File: src/rtl/spi_register_bridge_macros.svh
// Assertion macros for the SPI register bridge
`ifndef SPI_REGISTER_BRIDGE_MACROS_SVH
`define SPI_REGISTER_BRIDGE_MACROS_SVH

// same-cycle implication, off during reset
`define SRB_ASSERT_NOW(label, clk, rst_n, ante, cons) \
    label: assert property (@(posedge clk) disable iff (!rst_n) (ante) |-> (cons)) \
        else $error("spi_register_bridge: same-cycle check failed");

// next-cycle implication, off during reset
`define SRB_ASSERT_NEXT(label, clk, rst_n, ante, cons) \
    label: assert property (@(posedge clk) disable iff (!rst_n) (ante) |=> (cons)) \
        else $error("spi_register_bridge: next-cycle check failed");

`endif

File: src/rtl/spi_rb_pkg.sv
// Types and constants shared by the SPI register bridge files
`default_nettype none

package spi_rb_pkg;

    typedef logic [7:0]  byte_t;
    typedef logic [9:0]  sample_t;
    typedef logic [15:0] dist_t;

    typedef enum logic [1:0] {
        PHASE_CMD   = 2'd0,
        PHASE_INDEX = 2'd1,
        PHASE_DATA  = 2'd2
    } phase_t;

    localparam logic    ITEM_SPI    = 1'b0;
    localparam logic    ITEM_SENSOR = 1'b1;

    localparam byte_t   CMD_READ  = 8'h00;
    localparam byte_t   CMD_WRITE = 8'h01;

    localparam int      LOW_COUNT      = 8;
    localparam byte_t   LOW_LIMIT      = 8'd8;
    localparam byte_t   FIRST_WRITABLE = 8'd4;

    localparam int      IR_LEFT_IDX    = 0;
    localparam int      IR_RIGHT_IDX   = 1;
    localparam int      DIST_LO_IDX    = 2;
    localparam int      DIST_HI_IDX    = 3;
    localparam int      LEFT_DIR_IDX   = 4;
    localparam int      RIGHT_DIR_IDX  = 5;
    localparam int      LEFT_SPD_IDX   = 6;
    localparam int      RIGHT_SPD_IDX  = 7;

    localparam sample_t THRESH_RESET = 10'd50;

    typedef struct packed {
        logic    command;
        byte_t   spi_byte;
        sample_t ir_left_sample;
        sample_t ir_right_sample;
        dist_t   sonar_distance;
    } in_item_t;

    typedef struct packed {
        logic  reply_valid;
        byte_t reply_byte;
        byte_t left_direction;
        byte_t right_direction;
        byte_t left_speed;
        byte_t right_speed;
    } out_item_t;

endpackage

`default_nettype wire

File: src/rtl/spi_rb_item_if.sv
// Input channel: SPI bytes and sensor updates
`default_nettype none

interface spi_rb_item_if;
    logic                 valid;
    logic                 ready;
    logic                 command;
    spi_rb_pkg::byte_t    spi_byte;
    spi_rb_pkg::sample_t  ir_left_sample;
    spi_rb_pkg::sample_t  ir_right_sample;
    spi_rb_pkg::dist_t    sonar_distance;

    modport source (
        output valid, command, spi_byte, ir_left_sample, ir_right_sample, sonar_distance,
        input  ready
    );

    modport sink (
        input  valid, command, spi_byte, ir_left_sample, ir_right_sample, sonar_distance,
        output ready
    );
endinterface

`default_nettype wire

File: src/rtl/spi_rb_result_if.sv
// Result channel: reply byte and motor register view
`default_nettype none

interface spi_rb_result_if;
    logic               valid;
    logic               ready;
    logic               reply_valid;
    spi_rb_pkg::byte_t  reply_byte;
    spi_rb_pkg::byte_t  left_direction;
    spi_rb_pkg::byte_t  right_direction;
    spi_rb_pkg::byte_t  left_speed;
    spi_rb_pkg::byte_t  right_speed;

    modport source (
        output valid, reply_valid, reply_byte, left_direction, right_direction,
               left_speed, right_speed,
        input  ready
    );

    modport sink (
        input  valid, reply_valid, reply_byte, left_direction, right_direction,
               left_speed, right_speed,
        output ready
    );
endinterface

`default_nettype wire

File: src/rtl/spi_register_bridge.sv
// SPI register bridge top level: protocol sequencer, register file and result register
//
// Takes one item per clock cycle with no gaps unless backpressure stalls it; each item
// gives a result after passing the input and result registers. A backpressured
// result register stalls the input side only when both registers are full. Registers
// 0 to 7 sit in flip-flops (0 to 3 sensor view, 4 to 7 motor controls shown on every
// result); registers 8 and up live in a memory with one valid flag per entry cleared at
// reset, so no clearing pass is needed and items are taken right after reset. The read
// of a memory entry is launched when the index byte is processed, so the reply is ready
// when the data byte arrives. Indices at or above REG_COUNT read as zero and ignore
// writes; indices 0 to 3 are read-only to the master.
`default_nettype none

`include "spi_register_bridge_macros.svh"

module spi_register_bridge #(
    parameter int REG_COUNT = 16
) (
    input  wire logic                clk,
    input  wire logic                rst_n,
    input  wire logic                cfg_we,
    input  wire spi_rb_pkg::sample_t cfg_wdata,
    spi_rb_item_if.sink              item,
    spi_rb_result_if.source          result
);
    import spi_rb_pkg::*;

    localparam int         IDX_W     = (REG_COUNT > 1) ? $clog2(REG_COUNT) : 1;
    localparam logic [8:0] REG_LIMIT = 9'(REG_COUNT);

    sample_t   thresh_reg;

    logic      in_valid_reg;
    in_item_t  in_item_reg;

    logic      out_valid_reg;
    out_item_t out_item_reg;
    out_item_t out_item_next;

    phase_t    phase_reg;
    phase_t    phase_next;
    logic      pending_write_reg;
    logic      pending_write_next;
    byte_t     pending_index_reg;
    byte_t     pending_index_next;

    byte_t     low_reg  [LOW_COUNT];
    byte_t     low_next [LOW_COUNT];

    byte_t                mem [REG_COUNT];
    logic [REG_COUNT-1:0] mem_valid_reg;
    byte_t                rd_data_reg;
    logic                 rd_hit_reg;

    logic      advance;
    logic      spi_step;
    logic      in_range;
    logic      is_low;
    logic      mem_we;
    logic      mem_re;
    byte_t     read_value;

    assign advance    = in_valid_reg && (!out_valid_reg || result.ready);
    assign item.ready = !in_valid_reg || advance;
    assign spi_step   = advance && (in_item_reg.command == ITEM_SPI);

    assign in_range = {1'b0, pending_index_reg} < REG_LIMIT;
    assign is_low   = pending_index_reg < LOW_LIMIT;

    assign mem_re = spi_step && (phase_reg == PHASE_INDEX);
    assign mem_we = spi_step && (phase_reg == PHASE_DATA) && pending_write_reg
                    && in_range && !is_low;

    // config register
    always_ff @(posedge clk or negedge rst_n)
    begin
        if (!rst_n)
        begin
            thresh_reg <= THRESH_RESET;
        end
        else if (cfg_we)
        begin
            thresh_reg <= cfg_wdata;
        end
    end

    // input register
    always_ff @(posedge clk or negedge rst_n)
    begin
        if (!rst_n)
        begin
            in_valid_reg <= 1'b0;
        end
        else if (item.ready)
        begin
            in_valid_reg <= item.valid;
        end
    end

    always_ff @(posedge clk)
    begin
        if (item.valid && item.ready)
        begin
            in_item_reg.command         <= item.command;
            in_item_reg.spi_byte        <= item.spi_byte;
            in_item_reg.ir_left_sample  <= item.ir_left_sample;
            in_item_reg.ir_right_sample <= item.ir_right_sample;
            in_item_reg.sonar_distance  <= item.sonar_distance;
        end
    end

    // protocol phase
    always_comb
    begin
        phase_next = phase_reg;
        if (spi_step)
        begin
            unique case (phase_reg)
                PHASE_CMD:
                begin
                    if (in_item_reg.spi_byte == CMD_READ || in_item_reg.spi_byte == CMD_WRITE)
                    begin
                        phase_next = PHASE_INDEX;
                    end
                end
                PHASE_INDEX: phase_next = PHASE_DATA;
                PHASE_DATA:  phase_next = PHASE_CMD;
                default:     phase_next = PHASE_CMD;
            endcase
        end
    end

    always_comb
    begin
        if (is_low)
        begin
            read_value = low_reg[pending_index_reg[2:0]];
        end
        else if (in_range && rd_hit_reg)
        begin
            read_value = rd_data_reg;
        end
        else
        begin
            read_value = '0;
        end
    end

    // transaction datapath
    always_comb
    begin
        pending_write_next = pending_write_reg;
        pending_index_next = pending_index_reg;
        for (int i = 0; i < LOW_COUNT; i++)
        begin
            low_next[i] = low_reg[i];
        end
        out_item_next.reply_valid = 1'b0;
        out_item_next.reply_byte  = '0;

        if (advance && in_item_reg.command == ITEM_SENSOR)
        begin
            low_next[IR_LEFT_IDX]  = (in_item_reg.ir_left_sample > thresh_reg) ? 8'd0 : 8'd1;
            low_next[IR_RIGHT_IDX] = (in_item_reg.ir_right_sample > thresh_reg) ? 8'd0 : 8'd1;
            low_next[DIST_LO_IDX]  = in_item_reg.sonar_distance[7:0];
            low_next[DIST_HI_IDX]  = in_item_reg.sonar_distance[15:8];
        end
        else if (spi_step)
        begin
            unique case (phase_reg)
                PHASE_CMD:
                begin
                    pending_write_next = (in_item_reg.spi_byte == CMD_WRITE);
                end
                PHASE_INDEX:
                begin
                    pending_index_next = in_item_reg.spi_byte;
                end
                PHASE_DATA:
                begin
                    if (!pending_write_reg)
                    begin
                        out_item_next.reply_valid = 1'b1;
                        out_item_next.reply_byte  = read_value;
                    end
                    else if (pending_index_reg >= FIRST_WRITABLE && is_low)
                    begin
                        low_next[pending_index_reg[2:0]] = in_item_reg.spi_byte;
                    end
                end
                default:
                begin
                    pending_write_next = pending_write_reg;
                end
            endcase
        end

        out_item_next.left_direction  = low_next[LEFT_DIR_IDX];
        out_item_next.right_direction = low_next[RIGHT_DIR_IDX];
        out_item_next.left_speed      = low_next[LEFT_SPD_IDX];
        out_item_next.right_speed     = low_next[RIGHT_SPD_IDX];
    end

    always_ff @(posedge clk or negedge rst_n)
    begin
        if (!rst_n)
        begin
            phase_reg         <= PHASE_CMD;
            pending_write_reg <= 1'b0;
            pending_index_reg <= '0;
            for (int i = 0; i < LOW_COUNT; i++)
            begin
                low_reg[i] <= '0;
            end
        end
        else
        begin
            phase_reg         <= phase_next;
            pending_write_reg <= pending_write_next;
            pending_index_reg <= pending_index_next;
            for (int i = 0; i < LOW_COUNT; i++)
            begin
                low_reg[i] <= low_next[i];
            end
        end
    end

    // upper register memory
    always_ff @(posedge clk)
    begin
        if (mem_we)
        begin
            mem[pending_index_reg[IDX_W-1:0]] <= in_item_reg.spi_byte;
        end
        if (mem_re)
        begin
            rd_data_reg <= mem[in_item_reg.spi_byte[IDX_W-1:0]];
        end
    end

    always_ff @(posedge clk or negedge rst_n)
    begin
        if (!rst_n)
        begin
            mem_valid_reg <= '0;
            rd_hit_reg    <= 1'b0;
        end
        else
        begin
            if (mem_we)
            begin
                mem_valid_reg[pending_index_reg[IDX_W-1:0]] <= 1'b1;
            end
            if (mem_re)
            begin
                rd_hit_reg <= mem_valid_reg[in_item_reg.spi_byte[IDX_W-1:0]];
            end
        end
    end

    // result register
    always_ff @(posedge clk or negedge rst_n)
    begin
        if (!rst_n)
        begin
            out_valid_reg <= 1'b0;
        end
        else if (!out_valid_reg || result.ready)
        begin
            out_valid_reg <= advance;
        end
    end

    always_ff @(posedge clk)
    begin
        if (advance)
        begin
            out_item_reg <= out_item_next;
        end
    end

    assign result.valid           = out_valid_reg;
    assign result.reply_valid     = out_item_reg.reply_valid;
    assign result.reply_byte      = out_item_reg.reply_byte;
    assign result.left_direction  = out_item_reg.left_direction;
    assign result.right_direction = out_item_reg.right_direction;
    assign result.left_speed      = out_item_reg.left_speed;
    assign result.right_speed     = out_item_reg.right_speed;

    `SRB_ASSERT_NEXT(a_sensor_no_reply, clk, rst_n,
        advance && in_item_reg.command == ITEM_SENSOR, !out_item_reg.reply_valid)
    `SRB_ASSERT_NEXT(a_read_replies, clk, rst_n,
        spi_step && phase_reg == PHASE_DATA && !pending_write_reg, out_item_reg.reply_valid)
    `SRB_ASSERT_NEXT(a_out_of_range_zero, clk, rst_n,
        spi_step && phase_reg == PHASE_DATA && !pending_write_reg && !in_range,
        out_item_reg.reply_byte == 8'd0)
    `SRB_ASSERT_NEXT(a_read_only_kept, clk, rst_n,
        !(advance && in_item_reg.command == ITEM_SENSOR),
        $stable(low_reg[0]) && $stable(low_reg[1]) && $stable(low_reg[2])
        && $stable(low_reg[3]))
    `SRB_ASSERT_NOW(a_no_write_while_read, clk, rst_n, mem_re, !mem_we)

endmodule

`default_nettype wire

File: src/flat_wrapper.sv
// flat-port wrapper written by rule: the top's interface ports become plain ports
module spi_register_bridge_flat import spi_rb_pkg::*;
#(
    parameter int REG_COUNT = 16
)
  (clk, rst_n, cfg_we, cfg_wdata, item_valid, item_command, item_spi_byte, item_ir_left_sample, item_ir_right_sample, item_sonar_distance, item_ready, result_valid, result_reply_valid, result_reply_byte, result_left_direction, result_right_direction, result_left_speed, result_right_speed, result_ready);
  spi_rb_item_if item_i ();
  spi_rb_result_if result_i ();
  input  wire logic clk;
  input  wire logic rst_n;
  input  wire logic cfg_we;
  input  wire spi_rb_pkg::sample_t cfg_wdata;
  input wire logic [$bits(item_i.valid)-1:0] item_valid;
  input wire logic [$bits(item_i.command)-1:0] item_command;
  input wire logic [$bits(item_i.spi_byte)-1:0] item_spi_byte;
  input wire logic [$bits(item_i.ir_left_sample)-1:0] item_ir_left_sample;
  input wire logic [$bits(item_i.ir_right_sample)-1:0] item_ir_right_sample;
  input wire logic [$bits(item_i.sonar_distance)-1:0] item_sonar_distance;
  output wire logic [$bits(item_i.ready)-1:0] item_ready;
  output wire logic [$bits(result_i.valid)-1:0] result_valid;
  output wire logic [$bits(result_i.reply_valid)-1:0] result_reply_valid;
  output wire logic [$bits(result_i.reply_byte)-1:0] result_reply_byte;
  output wire logic [$bits(result_i.left_direction)-1:0] result_left_direction;
  output wire logic [$bits(result_i.right_direction)-1:0] result_right_direction;
  output wire logic [$bits(result_i.left_speed)-1:0] result_left_speed;
  output wire logic [$bits(result_i.right_speed)-1:0] result_right_speed;
  input wire logic [$bits(result_i.ready)-1:0] result_ready;
  assign item_i.valid = item_valid;
  assign item_i.command = item_command;
  assign item_i.spi_byte = item_spi_byte;
  assign item_i.ir_left_sample = item_ir_left_sample;
  assign item_i.ir_right_sample = item_ir_right_sample;
  assign item_i.sonar_distance = item_sonar_distance;
  assign item_ready = item_i.ready;
  assign result_valid = result_i.valid;
  assign result_reply_valid = result_i.reply_valid;
  assign result_reply_byte = result_i.reply_byte;
  assign result_left_direction = result_i.left_direction;
  assign result_right_direction = result_i.right_direction;
  assign result_left_speed = result_i.left_speed;
  assign result_right_speed = result_i.right_speed;
  assign result_i.ready = result_ready;
  spi_register_bridge #(.REG_COUNT(REG_COUNT)) u_core (.clk(clk), .rst_n(rst_n), .cfg_we(cfg_we), .cfg_wdata(cfg_wdata), .item(item_i), .result(result_i));
endmodule
File: config.mk
export PLATFORM = sky130hd
export DESIGN_NAME = spi_register_bridge_flat
export DESIGN_NICKNAME = d
export VERILOG_FILES = /design/src/rtl/spi_rb_pkg.sv /design/src/rtl/spi_rb_item_if.sv /design/src/rtl/spi_rb_result_if.sv /design/src/rtl/spi_register_bridge.sv /design/src/flat_wrapper.sv
export VERILOG_INCLUDE_DIRS = /design/src /design/src/rtl
export SDC_FILE = /design/constraint.sdc
export NUM_CORES = 1
export LEC_CHECK = 0
export BUFFER_PORTS_ARGS = -buffer_cell sky130_fd_sc_hd__buf_2
export CAP_MARGIN = 20
export CORE_ASPECT_RATIO = 0.75
export CORE_UTILIZATION = 55
export CTS_CLUSTER_SIZE = 24
export DETAILED_ROUTE_END_ITERATION = 7
export GPL_TIMING_DRIVEN = 0
export PLACE_DENSITY = 0.83
export SLEW_MARGIN = 0
export SYNTH_ARGS = -nofsm -noshare
export SYNTH_HDL_FRONTEND = slang
export SYNTH_SLANG_ARGS = --single-unit
File: constraint.sdc
create_clock -name clk -period 2.4 [get_ports clk]
set_input_delay 0.24 -clock clk [delete_from_list [all_inputs] [get_ports clk]]
set_output_delay 0.24 -clock clk [all_outputs]
set_load 0.01 [all_outputs]
After elaboration in Yosys (flattened, before gate mapping)
Memories as Yosys holds them, arrays and structs flattened. A register that Yosys moved wholly into a read port is not among the register bits.
Cells that the tools add are included.

operators by class
  bitwise operators = 6
  magnitude comparators = 10
  multiplexer cells = 25
  equal/unequal tests = 4
  reduce and logical (&&, ||, !) cells = 31

operators with widths
  cell                count
  $mux 64             4
  $bwmux 64           1
  $mux 32             2
  $mux 8              5
  $bmux 8 s3          1
  $demux 8 s3         1
  $gt 10x10->1        2
  $or 16x16->16       1
  $logic_and 1x1->1   13
  $lt 4x5->1 const B  2
  $mux 9              1
  $eq 8x1->1 const B  1
  $ge 8x3->1 const B  1
  $logic_not 8->1     1
  $lt 8x4->1 const B  1
  $lt 8x5->1 const B  1
  $reduce_bool 2->1   4
  $mux 1              6
  $reduce_and 3->1    2
  $bmux 1 s4          1
  $demux 1 s4         1
  $ge 4x1->1 const B  1
  $ge 4x4->1 const B  1
  $lt 4x1->1 const B  1
  other kinds (14)    21

word-level totals
  output and inout bits = 43
  memories = 1
  register bits = 190
  RAM bits = 128
  input bits = 60
  word-level logic and storage cells = 104

memories
  memory      depth  bits a word  read ports  clocked after memory_dff  write ports  line                       source
  u_core.mem  16     8            1           1                         1            spi_register_bridge.sv:50  byte_t mem [REG_COUNT];

Logic depth before layout (Yosys ltp)
Gate-level depths: netlist of the first run.

  depth in word-level cells = 11
  gate-level depth with buffers = 7
  gate-level depth less buffers = 6

Worst setup path before layout of the first run
No wires, ideal clock.

  path kind = register -> register
  from = reg u_core.out_valid_reg, in the netlist u_core.result.valid
  to = reg u_core.in_item_reg[0] (netlist name) (enable)
  data required time = 1993 ps
  stages on the path, launching flop included = 4
  setup slack = 122 ps
  arrival time = 1871 ps
  path through = dfrtp_1 > nor2b_1 > nand2_1 > and2_1

between the ends
  cells in the longest elaborated chain, start to end = 5

RTL lines
  what                    line                        source
  from (decl)             spi_register_bridge.sv:36   logic out_valid_reg;
  from (signal assigned)  spi_register_bridge.sv:270  out_valid_reg <= advance;
  $logic_not 1->1         spi_register_bridge.sv:63   assign advance = in_valid_reg && (!out_valid_reg || result.ready);
  $logic_or 1x1->1        spi_register_bridge.sv:63
  $logic_and 1x1->1       spi_register_bridge.sv:63
  $logic_or 1x1->1        spi_register_bridge.sv:64   assign item.ready = !in_valid_reg || advance;
  via item_ready          flat_wrapper.sv:19          output wire logic [$bits(item_i.ready)-1:0] item_ready;
  $logic_and 1x1->1       spi_register_bridge.sv:102  if (item.valid && item.ready)
  to (decl)               spi_register_bridge.sv:34   in_item_t in_item_reg;

The timed path passes the listed nets, and every way through them passes these cells.
A chain may end at the register's enable or synchronous reset.

Worst setup path in the final report of the first run
  from = reg u_core.pending_index_reg[5]
  to = mem u_core.mem[11][2] (netlist name) (enable)

between the ends
  cells in the longest elaborated chain, start to end = 5
  elaborated cells between the ends (all ways) = 7
  classes of those cells = 2 x order compare; 2 x mux; 3 x reduce/logical

RTL lines
  what                                                         line                                                  source
  from (decl)                                                  spi_register_bridge.sv:44                             byte_t pending_index_reg;
  from (signal assigned)                                       spi_register_bridge.sv:220                            pending_index_reg <= pending_index_next;
  $lt 8x5->1 / $lt 8x4->1 (equally long branches)              spi_register_bridge.sv:67, spi_register_bridge.sv:68
  $logic_and 1x1->1 / $logic_not 1->1 (equally long branches)  spi_register_bridge.sv:72                             && in_range && !is_low;
  $logic_and 1x1->1 (*)                                        spi_register_bridge.sv:72
  $mux 1 (*)                                                   spi_register_bridge.sv:231                            if (mem_we)
  $mux 1 (implied by the code) (*)                             spi_register_bridge.sv:233                            mem[pending_index_reg[IDX_W-1:0]] <= in_item_reg.spi_byte;
  to (decl)                                                    spi_register_bridge.sv:50

Mark *: on every way between the ends. The rest lies on a longest branch, timed or not.

==> flow_summary_export.csv, run 1 <==
group,metric,value,unit
finish,antennaDiodeCount,0,
die,start_util,57.10,%
routing,drc,0,
routing,routed_wl,26.75,mm
grt,track_usage,23.19,%
worst_hold_path,holdPathStages,3,
grt,grt_overflow,0,
sta,rsz0062_at_grt,"true",
die,io_pins,103,
finish,area_delta_synth_final,21.77,%
finish,final_nets,1066,
synth,ys.flop_type,"edfxtp_1",
cts,cts_tree,"done",
routing,drtAntennaViolNets,0,
worst_hold_path,hold_path.class,"input pin to flip-flop",
die,fp.dieH,134.3,um
sta,setup_viol,0,
finish,fillers,1403,
synth,synth_top_area_share,51.97,%
worst_setup_path,path_class,"flip-flop to flip-flop",
synth,ys_seq_elements,326,
sta,timing.final.crit_share,99.97,%
worst_hold_path,hold_end,"u_core.thresh_reg[4]$_DFFE_PN1P_",
sta,finClkSkew,0.01390,ns
worst_setup_path,r2r-end,"u_core.mem[11][2]$_DFFE_PP_",
synth,synthDistinctLibCells,50,
finish,regArea,9273,um^2
cts,cts_sinks,326,
cts,clk_transition_reported_paths,0.06,ns
finish,drive_gt1_share,28.12,%
cts,clock-root-buffer,"clkbuf_16",
routing,vias,7219,
worst_setup_path,reg2regPathDepth,4,
die,die_w,178.3,um
cts,clk_latency,0.55,ns
worst_setup_path,crit_path_end_kind,"flip-flop",
place,place_area,14020,um^2
power_and_ir_drop,powerDensity,788.5,nW/um^2
sta,timing.fmax,416.8,MHz
place,dp_hpwl,16.99,mm
worst_setup_path,crit_fanout,8,
synth,async_reset_ff_share,31.90,%
routing,drt_iter0_drc,555,
synth,synthTopCellsByArea,"edfxtp_1 52%, dfrtp_1 20%, mux4_2 8.8%",
die,core-area,22460,um^2
finish,final_cells,1304,
worst_setup_path,r2r_start,"u_core.pending_index_reg[5]$_DFFE_PN0P_",
synth,synth.avg_cell_area,17.72,um^2
finish,final_cell_area,15620,um^2
place,dp.cells,1187,
power_and_ir_drop,power_leakage,6.383,nW
sta,timing.final.hold_violations,0,
synth,synth_seq_area_share,72.29,%
synth,yosys_warnings,0,
synth,yosys.area.top_type,"edfxtp_1",
finish,largest_reg_flops,128,
synth,syn-cell-area,12830,um^2
sta,worst_slack,0.0007190,ns
sta,finalMaxSlewViolations,0,
worst_setup_path,critPathArrivalTime,2.58,ns
worst_setup_path,crit_required,2.58,ns
cts,cts_made_buffers,30,
sta,worst_pin_slew,0.8893,ns
worst_hold_path,min-delay-start,"cfg_we",
grt,grt_pass1_vias,7418,
grt,grt_max_degree,56,
place,post-place-ws,-0.3540,ns
grt,grt_pass1_wl,41.39,mm
grt,antenna_found_initial,0,
sta,max_slew_margin,40.72,%
worst_setup_path,r2r_setup_slack,0.0007,ns
synth,syn_inst,724,
cts,cts.path.max_buffers,3,
power_and_ir_drop,ir_worst_vdd,0.6868,mV
place,port_buffers,101,
worst_setup_path,critPathLaunchType,"flip-flop",
cts,htreeDepth,1,
finish,multiInputGateArea,3567,um^2
routing,first_pass_iters,5,
sta,period_needed,2.399,ns
routing,routedWlPerCell,20.51,um
place,gp_congestion,0.8186,
synth,synth-edff-count,222,
run_status,status,"finished clean",
die,core.rowCount,47,
run,drv_cap,0,
die,dieArea,23940,um^2
routing,via_per_inst,5.536,
[timing repair]
item	4_1_cts	5_1_grt
hold buffers	57	0
gates resized for setup	5	10
setup buffers	3	1
pin swaps	0	1
endpoints found under the setup margin	64	68
endpoints found under the hold margin	105	0
[final cells by class]
cell class,count,share of cell area (%)
multi-input combinational,403,22.84
sequential,326,59.36
buffer,40,1.266
clock buffer,47,5.735
timing repair buffer,167,7.690
tap,294,2.355
inverter,18,0.4326
clock inverter,9,0.3204
[cell families (layout without fill, tap and decap cells)]
logic type,count (synthesis),after routing,share of synthesized area (%)
other cells,1,64,0.02923
mux,111,111,13.94
buf+inv,58,281,1.922
compound gates,64,64,3.375
simple gates,144,144,6.496
flops,326,326,72.29
fa+ha+maj,20,20,1.951
[worst max-delay path: stages (launching register included)]
cell	delay (ns)
dfrtp_1	0.40
nor4_4	0.39
and2_1	0.23
nand3b_1	0.31
nor2_1	0.70
[synth_stat cells (all sizes together) (7+ instances only)]
library cell / n
nor2: 13
clkbuf: 24
ha: 20
inv: 18
dfrtp: 101
buf: 16
a211oi: 10
edfxtp: 222
o2bb2ai: 8
o21bai: 7
nor2b: 10
o21ai: 11
nand2: 64
and2: 18
mux4: 50
a21oi: 14
nand4: 7
mux2i: 20
mux2: 41
[worst max path at each step]
| stage | start | depth (start not counted) | slack (ns) | to |
|---|---|---|---|---|
| 2_1_floorplan | u_core.result.valid$_DFFE_PN0P_ | 3 | 0.12 | u_core.in_item_reg[0]$_DFFE_PP_ |
| 3_3_place_gp | u_core.pending_index_reg[2]$_DFFE_PN0P_ | 3 | -0.46 | u_core.mem[12][2]$_DFFE_PP_ |
| 3_5_place_dp | u_core.in_item_reg[38]$_DFFE_PP_ | 5 | -0.35 | u_core.rd_data_reg[1]$_DFFE_PP_ |
| 4_1_cts | u_core.pending_index_reg[5]$_DFFE_PN0P_ | 5 | -0.01 | u_core.mem[8][5]$_DFFE_PP_ |
| 5_1_grt | u_core.pending_index_reg[5]$_DFFE_PN0P_ | 4 | -0.11 | u_core.mem[11][2]$_DFFE_PP_ |
| 6_report | u_core.pending_index_reg[5]$_DFFE_PN0P_ | 4 | 0.0007 | u_core.mem[11][2]$_DFFE_PP_ |
[layout by cell type (no fill, tap or decap), types with 8 or more instances in the layout]
master | netlist | routed
dlygate4sd3_1 | 0 | 57
conb_1 | 1 | 64
clkbuf_1 | 24 | 30
o21ai_0 | 11 | 11
clkbuf_16 | 0 | 31
inv_1 | 18 | 18
buf_2 | 11 | 111
a21oi_1 | 14 | 14
mux2i_1 | 20 | 20
mux2_2 | 40 | 40
a211oi_1 | 10 | 10
dfrtp_1 | 101 | 101
edfxtp_1 | 222 | 222
nor2b_1 | 10 | 10
nand2_1 | 64 | 64
nor2_1 | 13 | 9
ha_1 | 20 | 20
and2_1 | 18 | 16
o2bb2ai_1 | 8 | 8
mux4_2 | 50 | 50
[where the power goes]
part | internal [mW] | total (mW) | switching [mW]
logic | 0.549 | 1.26 | 0.709
clock network | 2.56 | 4.55 | 2.00
registers | 6.34 | 6.51 | 0.168
[metal layers]
layer  up-vias  global-route usage (%)  wire [um]
li1       3232                       -          -
met3        44                   4.110       1674
met1      3653                   33.90      11720
met2       290                   37.27      12890
met4         0                   4.473        466
met5         -                       0          0
[stage by stage]
| step | util (%) | power, mW | setup TNS [ns] | hold WS, ns |
|---|---|---|---|---|
| floorplan | - | 7.329 | 0 | -0.05559 |
| finish | 69.53 | 12.32 | 0 | 0.07702 |
| detailed placement | 62.42 | 7.768 | -6.171 | 0.3132 |
| global route | 69.53 | 12.72 | -1.617 | 0.1246 |
| global placement | 62.04 | 7.704 | -28.99 | 0.4164 |
| CTS | 69.30 | 12.33 | -0.05221 | 0.05029 |
Power figures use the tool's default switching activity.
==> run 2, diff against run 1 <==
Settings changed: CTS_BUF_LIST set to sky130_fd_sc_hd__clkbuf_16.
==> run 2 against run 1 <==
Flip-flop and latch count unchanged. The run now ends with negative setup slack left. Clock power is 5.3% lower. Register-to-register slack got worse by 0.02 ns.
==> flow_summary_export.csv, run 2 (synthesized netlist as in run 1, its figures left out) <==
group,metric,value,unit
worst_setup_path,critPathArrivalTime,2.59,ns
routing,drt_iter0_drc,618,
worst_setup_path,path_class,"flip-flop to flip-flop",
routing,drc,0,
sta,rsz0062_at_grt,"true",
routing,vias,7245,
worst_setup_path,max_stage_delay,0.71,ns
grt,track_usage,23.12,%
die,io_pins,103,
power_and_ir_drop,power,12.07,mW
routing,routedWlPerCell,20.39,um
cts,cts_sinks,326,
worst_setup_path,critPathLaunchType,"flip-flop",
worst_hold_path,holdPathStages,3,
routing,drt-met1-wl,11.55,mm
place,gp_congestion,0.8186,
cts,cts_made_buffers,30,
cts,clk_latency,0.55,ns
worst_setup_path,slowest_stage,"nor2_1",
cts,clk_transition_reported_paths,0.06,ns
routing,met2WireLength,12.81,mm
run,drv_cap,0,
cts,cts.path.max_buffers,3,
grt,grt_overflow,0,
die,dieArea,23940,um^2
sta,timing.fmax,413.6,MHz
sta,setup_viol,16,
routing,drtAntennaViolNets,0,
worst_setup_path,worstPathCellList,"nor4_4 -> and2_1 -> nand3b_1 -> nor2_1",
power_and_ir_drop,power_leakage,6.396,nW
sta,timing.final.crit_share,100.7,%
routing,highest-signal-layer,"met4",
sta,worst_pin_slew,0.8832,ns
sta,max_slew_margin,41.12,%
worst_setup_path,crit_path_end_kind,"flip-flop",
grt,grt_max_degree,56,
worst_hold_path,hold_path.class,"input pin to flip-flop",
die,fp.dieH,134.3,um
sta,period_needed,2.418,ns
worst_setup_path,startpoint,"u_core.pending_index_reg[5]$_DFFE_PN0P_",
sta,worst_slack,-0.01751,ns
worst_setup_path,crit_fanout,8,
worst_setup_path,r2r_setup_slack,-0.02,ns
die,core.rowCount,47,
routing,first_pass_iters,5,
sta,timing.final.hold_violations,0,
finish,drive_gt1_share,27.72,%
die,start_util,57.10,%
worst_hold_path,hold_end,"u_core.thresh_reg[4]$_DFFE_PN1P_",
worst_setup_path,reg2regPathDepth,4,
worst_hold_path,min-delay-start,"cfg_we",
power_and_ir_drop,powerDensity,775.6,nW/um^2
run_status,violations,"negative setup slack",
routing,via_per_inst,5.556,
grt,grt_pass1_wl,41.26,mm
finish,layout_commonest_cell,"edfxtp_1",
place,port_buffers,101,
worst_setup_path,crit_required,2.57,ns
finish,area_delta_synth_final,21.32,%
cts,clock-root-buffer,"clkbuf_16",
place,dp_hpwl,16.99,mm
cts,cts_tree,"done",
place,place_area,14020,um^2
run_status,status,"finished, violations left",
sta,finClkSkew,0.01318,ns
finish,largest_reg_flops,128,
worst_setup_path,r2r_start,"u_core.pending_index_reg[5]$_DFFE_PN0P_",
finish,final_cell_area,15560,um^2
cts,htreeDepth,1,
routing,wl_met3,1.766,mm
grt,antenna_found_initial,0,
power_and_ir_drop,ir_worst_vdd,0.6886,mV
finish,final_nets,1066,
grt,grt_pass1_vias,7435,
worst_setup_path,r2r-end,"u_core.mem[11][2]$_DFFE_PP_",
die,core-area,22460,um^2
finish,final_cell_mix,"222 x edfxtp_1, 110 x buf_2, 101 x dfrtp_1",
finish,antennaDiodeCount,0,
routing,routed_wl,26.59,mm
sta,finalMaxSlewViolations,0,
die,die_w,178.3,um
[run 2: cell types whose count changed in the layout (fill, tap and decap cells not counted), sizes merged]
| cell | before | now |
|---|---|---|
| inv | 18 | 30 |
| clkinv | 7 | 11 |
| buf | 124 | 123 |
| clkbuf | 73 | 58 |
[run 2: per-layer routing]
layer  track usage (%)  vias up
li1                  -     3237
met1             33.84     3681
met2             36.99      288
met3             4.082       39
met4             4.708        0
met5                 0        -
[run 2: area by class of cell]
cell class	instances	area, um^2
flip-flops and latches	326	9273
fillers	1415	6902
multi-input cells	403	3567
repair buffers	167	1201
clock buffers	31	775.7
well taps	294	367.9
plain buffers	40	200.2
clock inverters	25	110.1
inverters	18	67.56
[run 2: how the worst max path moves through the flow]
stage	cells after the start	endpoint	slack [ns]
2_1_floorplan	3	u_core.in_item_reg[0]$_DFFE_PP_	0.12
3_3_place_gp	3	u_core.mem[12][2]$_DFFE_PP_	-0.46
3_5_place_dp	5	u_core.rd_data_reg[1]$_DFFE_PP_	-0.35
4_1_cts	5	u_core.mem[8][5]$_DFFE_PP_	-0.01
5_1_grt	4	u_core.mem[11][2]$_DFFE_PP_	-0.11
6_report	4	u_core.mem[11][2]$_DFFE_PP_	-0.02
[run 2: worst max-delay path: cells and delay by family (launching register included)]
kind          cells  cell delay [ns]
simple gates      4             1.65
flops             1             0.40
[run 2: through the flow]
stage | utilization [%] | worst slack, ns | hold WS, ns | std cells | setup TNS, ns
final | 69.28 | -0.01751 | 0.07456 | 1304 | -0.1708
after global placement | 62.04 | -0.4563 | 0.4164 | 1182 | -28.99
after global routing | 69.28 | -0.1078 | 0.1246 | 1304 | -1.592
after CTS | 69.03 | -0.01376 | 0.05003 | 1303 | -0.06410
after detailed placement | 62.42 | -0.3540 | 0.3132 | 1187 | -6.171
after floorplan | - | 0.1215 | -0.05559 | 787 | 0
[run 2: repair_timing]
item / in CTS / in global routing
hold buffers: 57 / 0
setup endpoints to repair: 67 / 68
buffers inserted: 3 / 1
gates resized for setup: 5 / 11
pin swaps: 0 / 1
endpoints found under the hold margin: 105 / 0
[run 2: power by group]
group / internal [mW] / switching [mW]
sequential: 6.34 / 0.167
combinational: 0.551 / 0.705
clock: 2.32 / 1.99
==> run 3, diff against run 2 <==
Settings changed: CORE_ASPECT_RATIO 0.75 to not set.
Clock period 2.4 ns to 2.95 ns, I/O delays scaled along.
==> run 3 against run 2 <==
The flow now finishes without violations. Clock power shrank 16%. Non-clock buffer count down 5. Maximum frequency is 13% lower. Combinational power shrank 20%. Register-to-register slack gained 0.18 ns. Critical path depth rose by 1. Worst hold slack gained 0.060 ns. First-iteration DRC count is 10% higher. Flip-flop and latch count stayed put. Power decreased by 18%. Setup slack better by 0.18 ns. Largest power group unchanged.
==> flow_summary_export.csv, run 3 (synthesized netlist as in run 1, its figures left out) <==
group,metric,value,unit
die,die_w,154.7,um
place,port_buffers,101,
routing,drt_iter0_drc,681,
sta,period_needed,2.784,ns
worst_hold_path,hold_path.class,"input pin to flip-flop",
cts,clk_transition_reported_paths,0.07,ns
sta,timing.fmax,359.2,MHz
cts,cts-hold-fix-buffers,57,
power_and_ir_drop,power_leakage,6.352,nW
worst_setup_path,critPathLaunchType,"flip-flop",
finish,drive_gt1_share,26.24,%
worst_setup_path,slowest_stage,"edfxtp_1",
sta,worst_pin_slew,0.9750,ns
grt,track_usage,23.41,%
worst_setup_path,worstPathCellList,"clkbuf_1 -> clkbuf_1 -> clkbuf_1 -> a211oi_1 -> a21oi_1",
cts,htreeDepth,1,
routing,first_pass_iters,5,
power_and_ir_drop,power,9.921,mW
sta,timing.final.crit_share,94.38,%
die,dieArea,23940,um^2
sta,rsz0062_at_grt,"false",
worst_setup_path,crit_top_cell,"clkbuf_1",
cts,clock-root-buffer,"clkbuf_16",
finish,final_cell_mix,"222 x edfxtp_1, 113 x buf_2, 101 x dfrtp_1",
worst_setup_path,critPathArrivalTime,3.14,ns
routing,drc,0,
worst_setup_path,crit_fanout,17,
routing,routedWlPerCell,20.32,um
grt,grt_overflow,0,
run_status,status,"finished clean",
die,core-area,22780,um^2
worst_setup_path,max_stage_delay,0.65,ns
sta,finClkSkew,0.02020,ns
place,dp_hpwl,16.58,mm
worst_setup_path,crit_required,3.31,ns
worst_setup_path,crit_path_end_kind,"flip-flop",
cts,postCtsSetupRepairBufs,0,
routing,routed_wl,26.83,mm
cts,cts_made_buffers,31,
cts,cts_sinks,326,
routing,via_per_inst,5.521,
finish,layout_commonest_cell,"edfxtp_1",
finish,final_nets,1062,
cts,cts_tree,"done",
sta,tns,0,ns
power_and_ir_drop,powerDensity,639.6,nW/um^2
grt,grt_pass1_vias,7726,
grt,grt_pass1_wl,42.28,mm
cts,cts-resized-gates,0,
die,io_pins,103,
die,start_util,56.31,%
finish,largest_reg_flops,128,
sta,timing.final.hold_violations,0,
die,core.rowCount,55,
sta,finalMaxSlewViolations,0,
cts,cts.path.max_buffers,3,
grt,antenna_found_initial,1,
power_and_ir_drop,ir_worst_vdd,0.4833,mV
worst_setup_path,path_class,"flip-flop to flip-flop",
die,fp.dieH,154.7,um
finish,area_delta_synth_final,20.92,%
cts,clk_latency,0.57,ns
grt,grt_max_degree,74,
finish,final_util,68.10,%
sta,setup_viol,0,
place,gp_congestion,0.8356,
sta,max_slew_margin,35.00,%
routing,vias,7288,
routing,drtAntennaViolNets,0,
run,drv_cap,0,
[run 3: cell types whose count changed in the layout (fill, tap and decap cells not counted), moves of 3 or more]
cell,delta
buf_2,+3
clkbuf_1,+4
clkbuf_2,-4
clkbuf_4,-3
nor2_1,+4
nor2_2,-4
[run 3: path summary, 6_finish.rpt]
| check | startpoint | endpoint | slack, ns | depth (start not counted) |
|---|---|---|---|---|
| max | u_core.in_item_reg[38]$_DFFE_PP_ | u_core.rd_data_reg[1]$_DFFE_PP_ | 0.17 | 5 |
| min | cfg_we | u_core.thresh_reg[1]$_DFFE_PN1P_ | 0.13 | 3 |
| max reg2reg | u_core.in_item_reg[38]$_DFFE_PP_ | u_core.rd_data_reg[1]$_DFFE_PP_ | 0.17 | 5 |
| min reg2reg | u_core.in_item_reg[15]$_DFFE_PP_ | u_core.low_reg[39]$_DFFE_PN0P_ | 0.45 | 2 |
| max in group asynchronous | rst_n | u_core.thresh_reg[5]$_DFFE_PN1P_ | 1.98 | 3 |
| min in group asynchronous | rst_n | u_core.low_reg[38]$_DFFE_PN0P_ | 0.23 | 2 |
[run 3: final cells by class]
cell class,instances,area [um^2]
clock buffers,31,775.7
inverters,18,67.56
multi-input cells,403,3547
plain buffers,40,178.9
fillers,1444,7267
repair buffers,162,1136
diodes,1,2.502
clock inverters,26,138.9
well taps,313,391.6
flip-flops and latches,326,9273
[run 3: where the power goes]
part,switching [mW],total (mW),internal (mW)
clock,1.63,3.61,1.98
sequential,0.149,5.31,5.16
combinational,0.569,1.01,0.436
total,2.35,9.92,7.57
[run 3: per-stage QoR]
| stage | setup WS [ns] | instance area (um^2) | std cells | hold slack, ns |
|---|---|---|---|---|
| floorplan | 0.6715 | 13060 | 787 | -0.0005911 |
| global placement | 0.09040 | 13960 | 1201 | 0.4260 |
| detailed placement | 0.04587 | 14020 | 1204 | 0.2624 |
| CTS | 0.01572 | 15500 | 1318 | 0.1085 |
| global route | 0.01523 | 15510 | 1320 | 0.1872 |
| finish | 0.1657 | 15510 | 1320 | 0.1341 |
[run 3: critical path: cells and delay by family (launching register included)]
kind                   cells  cell delay, ns
buffers and inverters      3            1.42
DFF                        1            0.65
AOI/OAI and AO/OA          2            0.50
[run 3: routing by layer]
layer / share of wire [%] / global-route usage [%] / wire length, um
met1: 40 / 31.07 / 10810
met2: 51 / 39.50 / 13620
met3: 5.5 / 3.390 / 1473
met4: 3.4 / 9.147 / 923
met5: 0 / 0 / 0
